--- config.mk ---
export PLATFORM = sky130hd
export DESIGN_NAME = key_press_long_press_menu_cursor
export DESIGN_NICKNAME = d
export VERILOG_FILES = /design/src/hw/rtl/kplp_pkg.sv /design/src/hw/rtl/kplp_out_buf.sv /design/src/hw/rtl/key_press_long_press_menu_cursor.sv
export SDC_FILE = /design/constraint.sdc
export NUM_CORES = 1
export LEC_CHECK = 0
export BUFFER_PORTS_ARGS = -buffer_cell sky130_fd_sc_hd__buf_2
export CAP_MARGIN = 20
export CELL_PAD_IN_SITES_DETAIL_PLACEMENT = 1
export CELL_PAD_IN_SITES_GLOBAL_PLACEMENT = 2
export CORE_MARGIN = 2
export CORE_UTILIZATION = 40
export CTS_CLUSTER_DIAMETER = 80
export CTS_CLUSTER_SIZE = 16
export DETAILED_ROUTE_END_ITERATION = 10
export GPL_TIMING_DRIVEN = 0
export PLACE_DENSITY = 0.94
export SETUP_SLACK_MARGIN = 0.2
export SYNTH_ARGS = -nofsm -noshare
export SYNTH_HDL_FRONTEND = slang
export SYNTH_SLANG_ARGS = --single-unit
--- constraint.sdc ---
create_clock -name clk -period 9.45 [get_ports clk]
set_input_delay 1.89 -clock clk [delete_from_list [all_inputs] [get_ports clk]]
set_output_delay 1.89 -clock clk [all_outputs]
set_load 0.02 [all_outputs]
--- src/hw/rtl/kplp_pkg.sv ---
// shared types, codes and helper function of the key press classifier
package kplp_pkg;

	// width of the held-time tick counter
	localparam int TICK_WIDTH = 16;
	// width of the long-press threshold register
	localparam int THR_WIDTH = 16;
	// compare width for counter against threshold
	localparam int CMP_WIDTH = (TICK_WIDTH > THR_WIDTH) ? TICK_WIDTH : THR_WIDTH;

	// register indexes of the configuration port
	localparam logic [1:0] REG_IDLE_LEVEL = 2'd0;
	localparam logic [1:0] REG_LONG_TICKS = 2'd1;
	localparam logic [1:0] REG_X_COUNT    = 2'd2;
	localparam logic [1:0] REG_Y_COUNT    = 2'd3;

	typedef enum logic [1:0] {
		ACT_TICK   = 2'd0,
		ACT_SAMPLE = 2'd1,
		ACT_CLEAR  = 2'd2,
		ACT_SET    = 2'd3
	} action_t;

	typedef enum logic [1:0] {
		EV_NONE    = 2'd0,
		EV_PRESS   = 2'd1,
		EV_RELEASE = 2'd2,
		EV_LONG    = 2'd3
	} event_t;

	typedef enum logic [1:0] {
		PH_IDLE    = 2'd0,
		PH_PRESSED = 2'd1,
		PH_LONG    = 2'd2
	} phase_t;

	// one result item
	typedef struct packed {
		event_t     event_code;
		logic [7:0] cursor_x;
		logic [7:0] cursor_y;
		logic       press_seen;
		logic       release_seen;
		logic       long_seen;
	} result_t;

	// cursor plus one, wrapping to one once it passes the count (nine-bit compare)
	function automatic logic [7:0] advance(input logic [7:0] pos, input logic [7:0] count);
		logic [8:0] nxt;
		nxt = {1'b0, pos} + 9'd1;
		if (nxt > {1'b0, count}) begin
			return 8'd1;
		end
		return nxt[7:0];
	endfunction

endpackage

--- src/hw/rtl/kplp_out_buf.sv ---
// two-entry output register with skid stage for result items
module kplp_out_buf (
	input  logic              clk,
	input  logic              arst_n,
	input  logic              in_valid,
	output logic              in_ready,
	input  kplp_pkg::result_t in_data,
	output logic              out_valid,
	input  logic              out_ready,
	output kplp_pkg::result_t out_data
);

	logic              main_valid_q;
	logic              skid_valid_q;
	kplp_pkg::result_t main_q;
	kplp_pkg::result_t skid_q;
	logic              push;
	logic              pop;

	// take a new result whenever the skid slot is free
	assign in_ready  = !skid_valid_q;
	assign out_valid = main_valid_q;
	assign out_data  = main_q;
	assign push      = in_valid && in_ready;
	assign pop       = main_valid_q && out_ready;

	// valid bits
	always_ff @(posedge clk or negedge arst_n) begin
		if (!arst_n) begin
			main_valid_q <= 1'b0;
			skid_valid_q <= 1'b0;
		end else if (!main_valid_q || pop) begin
			main_valid_q <= skid_valid_q || push;
			skid_valid_q <= 1'b0;
		end else if (push) begin
			skid_valid_q <= 1'b1;
		end
	end

	// payload
	always_ff @(posedge clk) begin
		if (!main_valid_q || pop) begin
			main_q <= skid_valid_q ? skid_q : in_data;
		end else if (push) begin
			skid_q <= in_data;
		end
	end

	a_skid_needs_main: assert property (@(posedge clk) disable iff (!arst_n)
		skid_valid_q |-> main_valid_q)
		else $error("skid entry held without main entry");

	a_main_holds: assert property (@(posedge clk) disable iff (!arst_n)
		(main_valid_q && !out_ready) |=> (main_valid_q && $stable(main_q)))
		else $error("stalled result changed");

	a_skid_holds: assert property (@(posedge clk) disable iff (!arst_n)
		(skid_valid_q && !pop) |=> skid_valid_q)
		else $error("skid entry lost while stalled");

endmodule

--- src/hw/rtl/key_press_long_press_menu_cursor.sv ---
// key press classifier: short/long press detection, sticky flags, menu cursor
// a result is registered in the output buffer before it reaches the master side
// throughput: one item per cycle unless stalled; state registered once per item
// a two-entry output buffer keeps accepting one more item while output stalls
// reset (arst_n low, asynchronous): phase idle, counter 0, cursors 1, flags 0,
// registers idle_level 1, long_press_ticks 100, menu counts 7, output empty
module key_press_long_press_menu_cursor (
	input  logic        clk,
	input  logic        arst_n,
	// configuration write port
	input  logic        cfg_we,
	input  logic [1:0]  cfg_index,
	input  logic [15:0] cfg_data,
	// input stream
	input  logic        s_tvalid,
	output logic        s_tready,
	// [0] key_level, [3:1] clear_mask, [11:4] set_x, [19:12] set_y, [23:20] zero
	input  logic [23:0] s_tdata,
	// [1:0] action
	input  logic [1:0]  s_tuser,
	// result stream
	output logic        m_tvalid,
	input  logic        m_tready,
	// [7:0] cursor_x_out, [15:8] cursor_y_out, [16] press_seen, [17] release_seen,
	// [18] long_seen, [23:19] zero
	output logic [23:0] m_tdata,
	// [1:0] event_code
	output logic [1:0]  m_tuser
);

	logic                          idle_level_q;
	logic [kplp_pkg::THR_WIDTH-1:0] long_ticks_q;
	logic [7:0]                    x_count_q;
	logic [7:0]                    y_count_q;

	kplp_pkg::phase_t               phase_q;
	kplp_pkg::phase_t               phase_d;
	logic [kplp_pkg::TICK_WIDTH-1:0] held_q;
	logic [kplp_pkg::TICK_WIDTH-1:0] held_d;
	logic [7:0]                     cursor_x_q;
	logic [7:0]                     cursor_x_d;
	logic [7:0]                     cursor_y_q;
	logic [7:0]                     cursor_y_d;
	logic                           press_q;
	logic                           press_d;
	logic                           release_q;
	logic                           release_d;
	logic                           long_q;
	logic                           long_d;
	kplp_pkg::event_t               event_d;

	kplp_pkg::action_t act;
	logic              key_level;
	logic [2:0]        clear_mask;
	logic [7:0]        set_x;
	logic [7:0]        set_y;
	logic              at_idle;
	logic              long_reached;
	logic              accept;
	logic              buf_ready;
	kplp_pkg::result_t res;
	kplp_pkg::result_t out_res;

	// unpack input fields
	assign act        = kplp_pkg::action_t'(s_tuser);
	assign key_level  = s_tdata[0];
	assign clear_mask = s_tdata[3:1];
	assign set_x      = s_tdata[11:4];
	assign set_y      = s_tdata[19:12];

	assign s_tready = buf_ready;
	assign accept   = s_tvalid && buf_ready;
	assign at_idle  = (key_level == idle_level_q);
	assign long_reached = (kplp_pkg::CMP_WIDTH'(held_q) >= kplp_pkg::CMP_WIDTH'(long_ticks_q));

	// configuration registers
	always_ff @(posedge clk or negedge arst_n) begin
		if (!arst_n) begin
			idle_level_q <= 1'b1;
			long_ticks_q <= kplp_pkg::THR_WIDTH'(100);
			x_count_q    <= 8'd7;
			y_count_q    <= 8'd7;
		end else if (cfg_we) begin
			case (cfg_index)
				kplp_pkg::REG_IDLE_LEVEL: idle_level_q <= cfg_data[0];
				kplp_pkg::REG_LONG_TICKS: long_ticks_q <= cfg_data[kplp_pkg::THR_WIDTH-1:0];
				kplp_pkg::REG_X_COUNT:    x_count_q    <= cfg_data[7:0];
				kplp_pkg::REG_Y_COUNT:    y_count_q    <= cfg_data[7:0];
				default: ;
			endcase
		end
	end

	// next phase
	always_comb begin
		phase_d = phase_q;
		if (act == kplp_pkg::ACT_SAMPLE) begin
			case (phase_q)
				kplp_pkg::PH_PRESSED: begin
					if (at_idle) begin
						phase_d = kplp_pkg::PH_IDLE;
					end else if (long_reached) begin
						phase_d = kplp_pkg::PH_LONG;
					end
				end
				kplp_pkg::PH_LONG: begin
					if (at_idle) begin
						phase_d = kplp_pkg::PH_IDLE;
					end
				end
				default: begin
					phase_d = at_idle ? kplp_pkg::PH_IDLE : kplp_pkg::PH_PRESSED;
				end
			endcase
		end
	end

	// event, counter, cursors and flags
	always_comb begin
		event_d    = kplp_pkg::EV_NONE;
		held_d     = held_q;
		cursor_x_d = cursor_x_q;
		cursor_y_d = cursor_y_q;
		press_d    = press_q;
		release_d  = release_q;
		long_d     = long_q;
		case (act)
			kplp_pkg::ACT_TICK: begin
				if (held_q != '1) begin
					held_d = held_q + kplp_pkg::TICK_WIDTH'(1);
				end
			end
			kplp_pkg::ACT_SAMPLE: begin
				case (phase_q)
					kplp_pkg::PH_PRESSED: begin
						if (at_idle) begin
							event_d    = kplp_pkg::EV_RELEASE;
							release_d  = 1'b1;
							cursor_x_d = kplp_pkg::advance(cursor_x_q, x_count_q);
						end else if (long_reached) begin
							event_d    = kplp_pkg::EV_LONG;
							long_d     = 1'b1;
							cursor_y_d = kplp_pkg::advance(cursor_y_q, y_count_q);
						end
					end
					kplp_pkg::PH_LONG: ;
					default: begin
						if (!at_idle) begin
							event_d = kplp_pkg::EV_PRESS;
							held_d  = '0;
							press_d = 1'b1;
						end
					end
				endcase
			end
			kplp_pkg::ACT_CLEAR: begin
				if (clear_mask[0]) press_d   = 1'b0;
				if (clear_mask[1]) release_d = 1'b0;
				if (clear_mask[2]) long_d    = 1'b0;
			end
			default: begin
				cursor_x_d = set_x;
				cursor_y_d = set_y;
			end
		endcase
	end

	// classifier state, updated on each input transfer
	always_ff @(posedge clk or negedge arst_n) begin
		if (!arst_n) begin
			phase_q    <= kplp_pkg::PH_IDLE;
			held_q     <= '0;
			cursor_x_q <= 8'd1;
			cursor_y_q <= 8'd1;
			press_q    <= 1'b0;
			release_q  <= 1'b0;
			long_q     <= 1'b0;
		end else if (accept) begin
			phase_q    <= phase_d;
			held_q     <= held_d;
			cursor_x_q <= cursor_x_d;
			cursor_y_q <= cursor_y_d;
			press_q    <= press_d;
			release_q  <= release_d;
			long_q     <= long_d;
		end
	end

	// result item for this transfer
	always_comb begin
		res.event_code   = event_d;
		res.cursor_x     = cursor_x_d;
		res.cursor_y     = cursor_y_d;
		res.press_seen   = press_d;
		res.release_seen = release_d;
		res.long_seen    = long_d;
	end

	kplp_out_buf u_out_buf (
		.clk       (clk),
		.arst_n    (arst_n),
		.in_valid  (s_tvalid),
		.in_ready  (buf_ready),
		.in_data   (res),
		.out_valid (m_tvalid),
		.out_ready (m_tready),
		.out_data  (out_res)
	);

	// pack result fields
	assign m_tuser = out_res.event_code;
	assign m_tdata = {5'b0, out_res.long_seen, out_res.release_seen, out_res.press_seen,
		out_res.cursor_y, out_res.cursor_x};

	a_release_to_idle: assert property (@(posedge clk) disable iff (!arst_n)
		(accept && event_d == kplp_pkg::EV_RELEASE) |=> (phase_q == kplp_pkg::PH_IDLE))
		else $error("release did not return to idle");

	a_press_clears_count: assert property (@(posedge clk) disable iff (!arst_n)
		(accept && event_d == kplp_pkg::EV_PRESS) |=>
		(held_q == '0 && phase_q == kplp_pkg::PH_PRESSED))
		else $error("press did not restart the hold counter");

	a_advance_nonzero: assert property (@(posedge clk) disable iff (!arst_n)
		(accept && (event_d == kplp_pkg::EV_RELEASE || event_d == kplp_pkg::EV_LONG)) |=>
		(cursor_x_q != 8'd0 && cursor_y_q != 8'd0 ||
		 $past(event_d) == kplp_pkg::EV_RELEASE && cursor_x_q != 8'd0 ||
		 $past(event_d) == kplp_pkg::EV_LONG && cursor_y_q != 8'd0))
		else $error("cursor advance produced zero");

endmodule

Word-level counts from Yosys, hierarchy flattened
Index checks and enable logic that the tools add are counted.
{ "classes": {"addsub": 3, "magnitude_cmp": 3, "n_eq_ne": 14, "mux": 49, "n_bitwise": 1, "n_reduce_logical": 19} }
{ "op_table": {"columns": ["cell", "n"], "rows": [
  ["$mux 8", 9],
  ["$mux 16", 3],
  ["$pmux 16 s2", 1],
  ["$pmux 8 s2", 2],
  ["$mux 1", 22],
  ["$mux 21", 1],
  ["$add 8x1->9 const B", 2],
  ["$gt 9x8->1", 2],
  ["$add 16x1->16 const B", 1],
  ["$ge 16x16->1", 1],
  ["$ne 16x16->1 const B", 1],
  ["$mux 2", 6],
  ["$reduce_and 2->1", 5],
  ["$eq 2x2->1 const B", 4],
  ["$ne 2x2->1 const B", 4],
  ["$pmux 2 s2", 2],
  ["$eq 2x1->1 const B", 3],
  ["$pmux 1 s2", 3],
  ["$reduce_and 5->1", 1],
  ["$logic_not 2->1", 2],
  ["$reduce_and 4->1", 1],
  ["$reduce_bool 2->1", 2],
  ["$reduce_or 2->1", 2],
  ["$ne 3x3->1 const B", 1],
  ["other kinds (5)", 8]
]} }
{ "word_totals": {"reg_bits": 114} }

Logic depth before layout (Yosys ltp)
{ "logic_depth": {"depth_word": 13, "depth_mapped": 14, "mapped_depth_nobuf": 13} }

Hierarchy
From an unflattened synthesis, not the netlist that was laid out.
{ "hier_totals": {"cells_unflattened": 601, "area_unflattened_um2": 6452.4} }
{ "by_module_without_submodules": {"columns": ["mod", "instances", "cells_each", "area_each_um2", "seq_area_each_um2"], "rows": [
  ["key_press_long_press_menu_cursor", 1, 527, 4765.8, 1766.7],
  ["kplp_out_buf", 1, 74, 1686.6, 1311.3]
]} }

Worst setup path after synthesis
OpenSTA, ideal clock, no wires.
{ "synth_timing": {"path_type": "input to register", "start": "in m_tready", "end": "reg u_out_buf.skid_q[0] (netlist name), enable pin", "t_arrival_ns": 3.482, "t_required_ns": 9.051, "setup_slack_ns": 5.569, "stages": 2, "cell_sequence": "nand2b_1 nor2_1"} }
{ "synth_via": {"elab_chain_len": 4} }
{ "synth_rtl": {"columns": ["element", "line_no", "rtl"], "rows": [
  ["start, declared", "key_press_long_press_menu_cursor.sv:23", "input logic m_tready,"],
  ["$logic_and 1x1->1", "kplp_out_buf.sv:25", "assign pop = main_valid_q && out_ready;"],
  ["$logic_or 1x1->1", "kplp_out_buf.sv:42", "if (!main_valid_q || pop) begin"],
  ["$not 1->1 (no source line)", null, null],
  ["$reduce_and 2->1 (no source line)", null, null],
  ["end signal, assigned", "kplp_out_buf.sv:45", "skid_q <= in_data;"],
  ["end, declared", "kplp_out_buf.sv:16", "kplp_pkg::result_t skid_q;"]
]} }
Every way passes these cells.
A chain may end at the register's enable or synchronous reset.

Worst setup path in the final report
{ "layout_timing": {"start": "in s_tdata[0]", "end": "reg u_out_buf.main_q, in the netlist u_out_buf.out_data[17], data pin"} }
{ "layout_via": {"elab_chain_len": 5} }
{ "layout_rtl": {"columns": ["element", "line_no", "rtl"], "rows": [
  ["start, declared", "key_press_long_press_menu_cursor.sv:18", "input logic [23:0] s_tdata,"],
  ["$eq 1x1->1", "key_press_long_press_menu_cursor.sv:73", "assign at_idle = (key_level == idle_level_q);"],
  ["$mux 8", "key_press_long_press_menu_cursor.sv:136", "if (at_idle) begin"],
  ["$mux 8", "key_press_long_press_menu_cursor.sv:134", "case (phase_q)"],
  ["$pmux 8 s2", "key_press_long_press_menu_cursor.sv:127", "case (act)"],
  ["$mux 21", "kplp_out_buf.sv:43", "main_q <= skid_valid_q ? skid_q : in_data;"],
  ["end signal, assigned", "kplp_out_buf.sv:43", null],
  ["end, declared", "kplp_out_buf.sv:15", "kplp_pkg::result_t main_q;"]
]} }
Every way passes these cells.

==> results.yml <==
cts:
  numCtsBuffers: 17
  clockBufferDepth: 2
  htreeDepth: 4
  post_cts_buffers: 0
  cts_sinks: 114
  clock_latency_ns: 0.43
  worst_setup_hold_path_clk_slew_ns: 0.06
  cts.hold.buffers_added: 0
  root_buffer: "clkbuf_16"
  cts-resized-gates: 0
  cts_tree: "built"
job:
  drv_cap: 0
global_route:
  grt_pass1_wl_um: 30500
  grt_start_max_net_pins: 70
  grt-ovfl-total: 0
  grt_use_total: 0.225
  grt_pass1_vias: 5721
  antenna_found_initial: 0
logic_synthesis:
  synth_edf_count: 42
  synth.most_common_cell: "nand2_1"
  netlist_top_cells_count: "nand2_1 (74), dfrtp_1 (60), nor2_1 (52)"
  synthCells: 655
  netlist.area_leader.share: 0.230
  syn_avg_cell_area_um2: 9.96
  yosysSeqAreaShare: 0.472
  synth_cell_type_count: 60
  ys_warn_count: 0
  ys.flop_type: "dfrtp_1"
  synthArstFlopShare: 0.632
  synthTopCellsByArea: "dfrtp_1 (23%), edfxtp_1 (19%), ha_1 (7.9%), mux2_2 (6.4%), dfstp_2 (4.8%)"
  yosys.area.top_type: "dfrtp_1"
  synth_area_mm2: 0.00653
  synth-seq-cells: 114
power_and_ir_drop:
  vdd_drop_max_uv: 137
  total_power_mw: 1.77
  p_leak_nw: 3.39
  power_density_mw_per_mm2: 227
placed_design:
  gp_congestion: 0.849
  dp_hpwl_um: 14000
  placed_cells: 944
  port_buffers: 67
  dpl_cell_area_mm2: 0.00719
critical_path:
  critPathKind: "in2reg"
  critPathLaunchType: "input pin"
  crit_arrival_ns: 4.40
  end_kind: "flop"
  required_ns: 9.69
  critical_path.max_fanout: 8
finish:
  nets: 838
  final_cells: 977
  insertedDiodeCount: 0
  synthToLayoutAreaGrowth_pct: 19.6
  drive_gt1_frac: 0.231
  stdcell_area_mm2: 0.00780
sta:
  period_share: 0.440
  tns_ns: 0
  clock.fmax_mhz: 240
  fin_hold_ws_ns: 0.505
  fin_worst_skew_ns: 0.00945
  finalHoldViolations: 0
  drv_slew: 0
  rsz0062_at_grt: "no"
  max-slew-margin-rel: 0.471
  setup_violations: 0
  tightest_slew_ns: 0.791
  fin_crit_ns: 4.16
route:
  ant_nets: 0
  firstDrtPassIters: 4
  wire_per_inst_um: 19.1
  via_per_inst: 5.52
  drc: 0
  drt_iter0_markers: 295
  routed_wl_um: 18600
  routed-via-count: 5397
floorplan:
  coreArea_mm2: 0.0159
  start_util: 0.409
  rows: 46
  dieArea_mm2: 0.0174
  die_w_um: 132
  die_h_um: 132
  pin_count: 77
status:
  status: "completed"
worst_hold_path:
  hp-class: "reg2reg"
-- layout by cell type (no fill, tap or decap), types with 4 or more instances in the layout --
cell | netlist | layout
mux2i_1 | 4 | 4
a221oi_1 | 5 | 5
dfrtp_1 | 60 | 60
a21o_1 | 4 | 4
o21ai_0 | 34 | 34
nor2b_1 | 6 | 6
nor3_1 | 15 | 15
buf_2 | 1 | 67
a221oi_2 | 5 | 5
dfstp_2 | 12 | 12
or2_2 | 7 | 7
conb_1 | 1 | 5
a31oi_1 | 12 | 12
xnor2_1 | 6 | 6
nand3_1 | 33 | 33
a21oi_1 | 34 | 34
clkbuf_16 | 0 | 17
a22oi_1 | 11 | 11
buf_4 | 5 | 6
a211oi_1 | 5 | 5
ha_1 | 41 | 41
nand2b_1 | 8 | 8
nand2_1 | 74 | 74
nand4_1 | 7 | 7
inv_1 | 47 | 47
xor2_1 | 5 | 5
mux2_2 | 37 | 37
edfxtp_1 | 42 | 42
nor2_1 | 52 | 51
o31ai_1 | 14 | 14
clkbuf_1 | 20 | 22
and3_1 | 6 | 6
-- flip-flops by register name, indices dropped and copies added, names as in the netlist, 2 cells and up --
name                flops
cursor_y_q              8
y_count_q               8
u_out_buf.skid_q       21
u_out_buf.out_data     21
long_ticks_q           16
held_q                 16
phase_q                 2
x_count_q               8
cursor_x_q              8
-- logic make-up after synthesis --
| logic type | after synthesis | share of synthesized area |
|---|---|---|
| compound gates | 146 | 0.151 |
| xor+xnor | 11 | 0.0148 |
| fa+ha+maj | 41 | 0.0786 |
| buf+inv | 76 | 0.0491 |
| flops | 114 | 0.472 |
| mux | 41 | 0.0700 |
| other cells | 1 | 0.000575 |
| simple gates | 225 | 0.164 |
-- per-layer routing --
layer	GRT usage	wire [um]	vias to the layer above
li1	-	-	2549
met1	0.275	7910	2695
met2	0.397	9640	133
met3	0.0471	838	20
met4	0.0737	247	0
met5	0	0	-
-- worst max-delay path, stage by stage --
cell and delay (ns):
buf_2 0.11, xor2_1 0.62, or2_2 0.23, clkbuf_1 0.23, inv_1 0.12, o21ai_1 0.59
o31a_1 0.24, a211oi_1 0.08, o31ai_1 0.30
-- final cells by class --
| cell class | instances | area (um2) |
|---|---|---|
| clock inverter | 13 | 163 |
| timing repair buffer | 70 | 395 |
| tap | 216 | 270 |
| sequential | 114 | 3080 |
| fill | 1840 | 8140 |
| multi-input combinational | 469 | 3140 |
| inverter | 47 | 176 |
| buffer | 29 | 144 |
| clock buffer | 19 | 433 |
-- metrics by stage --
| step | setup slack [ns] | utilization |
|---|---|---|
| finish | 5.29 | 0.489 |
| detailed placement | 4.95 | 0.451 |
| floorplan | 5.57 | - |
| CTS | 5.31 | 0.489 |
| global placement | 4.80 | 0.448 |
| global route | 5.09 | 0.489 |
-- report_power, final --
group          internal, mW  total (mW)  switching [mW]
registers             0.607       0.675          0.0683
clock network         0.414       0.652           0.238
logic                 0.179       0.443           0.264
-- final timing paths --
kind	start	to	slack, ns	depth (start not counted)
max	s_tdata[0]	u_out_buf.out_data[17]	5.29	9
min	y_count_q[4]	y_count_q[4]	0.50	1
max reg2reg	cursor_x_q[0]	u_out_buf.out_data[13]	5.38	13
min reg2reg	y_count_q[4]	y_count_q[4]	0.50	1
max in group asynchronous	arst_n	x_count_q[1]	7.57	2
min in group asynchronous	arst_n	cursor_y_q[7]	1.26	1
Note: power is estimated with default switching activity, not from simulation.
